`src/sv/tsai_pkg.sv`:
```
// Package for the 2xSaI pixel scaler: constants, configuration and result types, and
// the colour averaging and vote helpers used by the front end.
// No dependencies.
`timescale 1ns / 1ps
package tsai_pkg;

  localparam int MAX_ROW_LENGTH = 1024;
  localparam int ADDR_W         = $clog2(MAX_ROW_LENGTH);
  localparam int LEN_W          = 11;
  localparam int CNT_W          = 12;
  localparam int PIX_W          = 32;
  localparam int QDEPTH         = 8;
  localparam int QPTR_W         = $clog2(QDEPTH);
  localparam int QCNT_W         = QPTR_W + 1;

  localparam logic [31:0] HALF_MASK_RST    = 32'h0000_F7DE;
  localparam logic [31:0] HALF_LOW_RST     = 32'h0000_0821;
  localparam logic [31:0] QUARTER_MASK_RST = 32'h0000_E79C;
  localparam logic [31:0] QUARTER_LOW_RST  = 32'h0000_1863;
  localparam logic [LEN_W-1:0] ROW_LENGTH_RST = LEN_W'(259);
  localparam logic [CNT_W-1:0] ROW_COUNT_RST  = CNT_W'(195);

  typedef enum logic [2:0] {
    CFG_HALF_MASK    = 3'd0,
    CFG_HALF_LOW     = 3'd1,
    CFG_QUARTER_MASK = 3'd2,
    CFG_QUARTER_LOW  = 3'd3,
    CFG_ROW_LENGTH   = 3'd4,
    CFG_ROW_COUNT    = 3'd5
  } cfg_idx_t;

  typedef struct packed {
    logic [31:0]      half_mask;
    logic [31:0]      half_low;
    logic [31:0]      quarter_mask;
    logic [31:0]      quarter_low;
    logic [LEN_W-1:0] row_length;
    logic [CNT_W-1:0] row_count;
  } cfg_t;

  typedef struct packed {
    logic [PIX_W-1:0] top_left;
    logic [PIX_W-1:0] top_right;
    logic [PIX_W-1:0] bottom_left;
    logic [PIX_W-1:0] bottom_right;
    logic             row_end;
    logic             frame_end;
  } res_t;

  function automatic logic [31:0] avg2(input logic [31:0] a, input logic [31:0] b,
                                       input logic [31:0] hm, input logic [31:0] hl);
    logic [31:0] s;
    s = ((a & hm) >> 1) + ((b & hm) >> 1) + (a & b & hl);
    return (a == b) ? a : s;
  endfunction

  function automatic logic [31:0] avg4(input logic [31:0] a, input logic [31:0] b,
                                       input logic [31:0] c, input logic [31:0] d,
                                       input logic [31:0] qm, input logic [31:0] ql);
    logic [31:0] hi;
    logic [31:0] lo;
    hi = ((a & qm) >> 2) + ((b & qm) >> 2) + ((c & qm) >> 2) + ((d & qm) >> 2);
    lo = (a & ql) + (b & ql) + (c & ql) + (d & ql);
    return hi + ((lo >> 2) & ql);
  endfunction

  // Arguments are the equality tests a==c, a==d, b==c, b==d of the neighbourhood vote.
  function automatic logic signed [3:0] vote(input logic ac, input logic ad,
                                             input logic bc, input logic bd);
    logic signed [3:0] v;
    if (ac && ad) begin
      v = -4'sd1;
    end else if (bc && !ac && bd && !ad) begin
      v = 4'sd1;
    end else begin
      v = 4'sd0;
    end
    return v;
  endfunction

  function automatic logic [1:0] slot_inc(input logic [1:0] s);
    return (s == 2'd2) ? 2'd0 : s + 2'd1;
  endfunction

endpackage

```
`src/sv/tsai_queue.sv`:
```
// Result queue of the 2xSaI scaler: holds finished results until the consumer takes them.
// Depends on tsai_pkg.
`timescale 1ns / 1ps
module tsai_queue
  import tsai_pkg::*;
(
  input  logic              clk,
  input  logic              rst_n,
  input  logic              push,
  input  res_t              push_data,
  output logic              out_valid,
  input  logic              out_ready,
  output res_t              out_data,
  output logic [QCNT_W-1:0] count
);

  res_t              buf_r [QDEPTH];
  logic [QPTR_W-1:0] wp_r, rp_r;
  logic [QCNT_W-1:0] count_r;
  logic              pop;

  assign out_valid = count_r != '0;
  assign pop       = out_valid && out_ready;
  assign out_data  = buf_r[rp_r];
  assign count     = count_r;

  always_ff @(posedge clk) begin
    if (!rst_n) begin
      wp_r    <= '0;
      rp_r    <= '0;
      count_r <= '0;
    end else begin
      if (push) begin
        wp_r <= wp_r + QPTR_W'(1);
      end
      if (pop) begin
        rp_r <= rp_r + QPTR_W'(1);
      end
      count_r <= count_r + QCNT_W'(push) - QCNT_W'(pop);
    end
  end

  always_ff @(posedge clk) begin
    if (push) begin
      buf_r[wp_r] <= push_data;
    end
  end

endmodule

```
`config.mk`:
```
export PLATFORM = sky130hd
export DESIGN_NAME = tsai_queue
export DESIGN_NICKNAME = d
export VERILOG_FILES = /design/src/sv/tsai_pkg.sv /design/src/sv/tsai_queue.sv
export SDC_FILE = /design/constraint.sdc
export NUM_CORES = 1
export LEC_CHECK = 0
export BUFFER_PORTS_ARGS = -buffer_cell sky130_fd_sc_hd__clkbuf_2
export CAP_MARGIN = 20
export CORE_ASPECT_RATIO = 0.8
export CORE_MARGIN = 3
export CORE_UTILIZATION = 45
export DETAILED_ROUTE_END_ITERATION = 12
export PLACE_DENSITY = 0.62
export SYNTH_ARGS = -nofsm -noshare
export SYNTH_HDL_FRONTEND = slang
export SYNTH_SLANG_ARGS = --single-unit
```
`constraint.sdc`:
```
create_clock -name clk -period 32 [get_ports clk]
set_input_delay 4.8 -clock clk [delete_from_list [all_inputs] [get_ports clk]]
set_output_delay 4.8 -clock clk [all_outputs]
set_load 0.01 [all_outputs]
```
==> impl_metrics.env <==
export IMPL_outcome="finished clean"
export IMPL_track_usage_pct=17.3
export IMPL_numCtsBuffers=102
export IMPL_min_period_over_period_pct=31.2
export IMPL_final_util_pct=52.5
export IMPL_root_buffer="clkbuf_16"
export IMPL_die_height_um=273
export IMPL_worstPathMaxFanout=53
export IMPL_p_leak_nw=14.7
export IMPL_postSynthCellCount=1574
export IMPL_grt_busiest_layer="met2"
export IMPL_hold_viol=0
export IMPL_die_area_um2=92600
export IMPL_avgViaCountPerCell=5.43
export IMPL_num_vias=17315
export IMPL_crit_family="buffers and inverters"
export IMPL_fp_row_count=97
export IMPL_post_dp_hpwl_mm=41.3
export IMPL_grt_max_degree=149
export IMPL_critPathMaxStageDelay_ns=0.98
export IMPL_intPower_w=0.00251
export IMPL_critPathCaptureType="output pin"
export IMPL_power_density_nw_per_um2=70.6
export IMPL_cp_data_arrival_time_ns=5.19
export IMPL_syn_nets=1715
export IMPL_yosysTopAreaCell="edfxtp_1"
export IMPL_power_share_sequential_pct=48.5
export IMPL_start_util_pct=45.5
export IMPL_totalWireLength_mm=79.6
export IMPL_ys_ff_latch=1053
export IMPL_synth_distinct_cells=27
export IMPL_use_met1_pct=24.0
export IMPL_synth_area_per_cell_um2=25.4
export IMPL_cts_htree_levels=3
export IMPL_grtUsageMet2_pct=27.7
export IMPL_grt_pass1_wl_mm=119
export IMPL_fmax_ghz=0.100
export IMPL_layout_drive_gt1_share_pct=40.0
export IMPL_hold_slack_ns=0.488
export IMPL_core_area_um2=87900
export IMPL_p_switching_w=0.000745
export IMPL_total_power_w=0.00326
export IMPL_critPathKind="reg2out"
export IMPL_final_area_um2=46200
export IMPL_yosysWarnings=0
export IMPL_place_area_um2=42600
export IMPL_min_path_type="reg2reg"
export IMPL_ys_seq_area_share_pct=78.7
export IMPL_swShare_pct=22.9
export IMPL_layout_area_overhead_vs_synth_pct=15.4
export IMPL_peakVddDrop_uv=43.1
export IMPL_use_met3_pct=4.57
export IMPL_postCtsSetupBuffers=0
export IMPL_drv_slew=0
export IMPL_clk_latency_ns=0.66
export IMPL_synth_top_area_share_pct=78.0
export IMPL_cpMostUsedCell="buf_4"
export IMPL_ant_nets=0
export IMPL_fin_nets=2043
export IMPL_fp_dieW_um=339
export IMPL_avgRoutedWirePerCell_um=25.0
export IMPL_p_comb_share_pct=13.2
export IMPL_clk_pin_slew_ns=0.06
export IMPL_place_congestion=0.696
export IMPL_io_buffers=268
export IMPL_drc=0
export IMPL_cts_buffer_depth=3
export IMPL_slew_headroom_pct=25.2
export IMPL_drt_iter0_markers=1363
export IMPL_rsz0062_at_grt="no"
export IMPL_cts_sinks=1053
export IMPL_overflow=0
export IMPL_ioPinCount=269
export IMPL_first_pass_iters=5
export IMPL_fin_skew_ns=0.0133
export IMPL_netlist_top_cells_area="edfxtp_1 (78%), mux4_2 (11%), mux4_1 (3.7%)"
export IMPL_fillCellCount=6763
export IMPL_tns_ns=0
export IMPL_setup_viol=0
export IMPL_cp_cell_sequence="buf_4, buf_16, buf_4, buf_4, mux4_1, mux2_2, clkbuf_2"
export IMPL_syn_cell_area_um2=40000
export IMPL_tritoncts="done"
export IMPL_fin_crit_ns=9.99
export IMPL_p_clk_share_pct=38.3
export IMPL_ctsResizeCount=0
export IMPL_cp_slowest_cell="dfxtp_4"
export IMPL_crit_path_start_kind="register"
export IMPL_cp_required_ns=27.20
export IMPL_cts_hold_buf=0
export IMPL_antenna_found_initial=12
export IMPL_path_buf_inv=5
export IMPL_grt_pass1_vias=18500
export IMPL_tightest_slew_ns=1.12
export IMPL_maxCapViolations=0
-- metrics by stage --
stage                     setup WS (ns)  std cells
after floorplan                   17.55       1574
after global placement            22.19       2984
after detailed placement          22.16       2984
after CTS                         21.43       3177
after global routing              21.47       3179
final                             22.01       3186
-- cells by family after synthesis --
kind of cell / share of synthesized area (%)
muxes: 19.0
and+or+nand+nor: 0.413
DFF: 78.7
xor gates and xnor gates: 0.0657
buffers and inverters: 1.53
AOI/OAI and AO/OA: 0.0313
adders and majority gates: 0.238
-- tightest hold or removal path, stage by stage, from the launching register on --
cell and delay, ns:
dfxtp_1 0.31, nand2_1 0.07, mux2i_1 0.07
-- metal layers --
metal	up-vias	share of wire (%)
met5	-	0.11
met4	12	1.6
met3	113	6.5
met2	394	48
met1	9288	44
li1	7508	-
-- worst paths after layout --
path	depth (start not counted)	slack [ns]	endpoint	startpoint
max	7	22.01	out_data[102]	register
min	2	0.49	rp_r[2]	rp_r[2]
max reg2reg	4	28.80	buf_r[1][89]	wp_r[0]
min reg2reg	2	0.49	rp_r[2]	rp_r[2]
-- state kept, by name (all words and copies together) (netlist names), named ones only --
register  flops
rp_r          3
wp_r          3
buf_r      1040
count         4
-- synthesized netlist by cell type (all sizes together) --
cell    number
inv          4
dfxtp       13
nor2b        2
a21oi        1
a21o         1
mux4       260
edfxtp    1040
mux2       130
nand3        1
mux2i        9
nor2         7
fa           1
nor3         2
ha           6
xor2         1
or3b         1
and2         4
nand2b       6
buf         56
clkbuf      17
or2          1
nand2        9
xnor2        2
-- final cells by class --
cell class | count | area, um^2 | share of cell area, %
sequential | 1053 | 31500 | 68.2
inverter | 4 | 15.0 | 0.0325
timing repair buffer | 297 | 1640 | 3.56
multi-input combinational | 444 | 7970 | 17.3
clock inverter | 76 | 907 | 1.96
clock buffer | 117 | 2630 | 5.70
tap | 1188 | 1490 | 3.22
antenna | 7 | 17.5 | 0.0379
-- power groups by stage --
stage                     sequential [W]  combinational (W)  clock, W
final                            0.00158           0.000430   0.00125
after global routing             0.00158           0.000465   0.00134
after CTS                        0.00158           0.000440   0.00128
after detailed placement         0.00161           0.000439         0
after global placement           0.00161           0.000435         0
after floorplan                  0.00160           0.000309         0
-- cell usage in the layout (no fill, tap or decap), drive strengths merged, types with 8 or more instances in the layout --
cell type,synthesis,layout
edfxtp,1040,1040
dfxtp,13,13
clkinvlp,0,8
bufinv,0,19
clkbuf,17,385
buf,56,29
inv,4,8
mux2i,9,9
nand2,9,9
mux2,130,130
mux4,260,260
clkinv,0,45
Power figures use the tool's default switching activity.
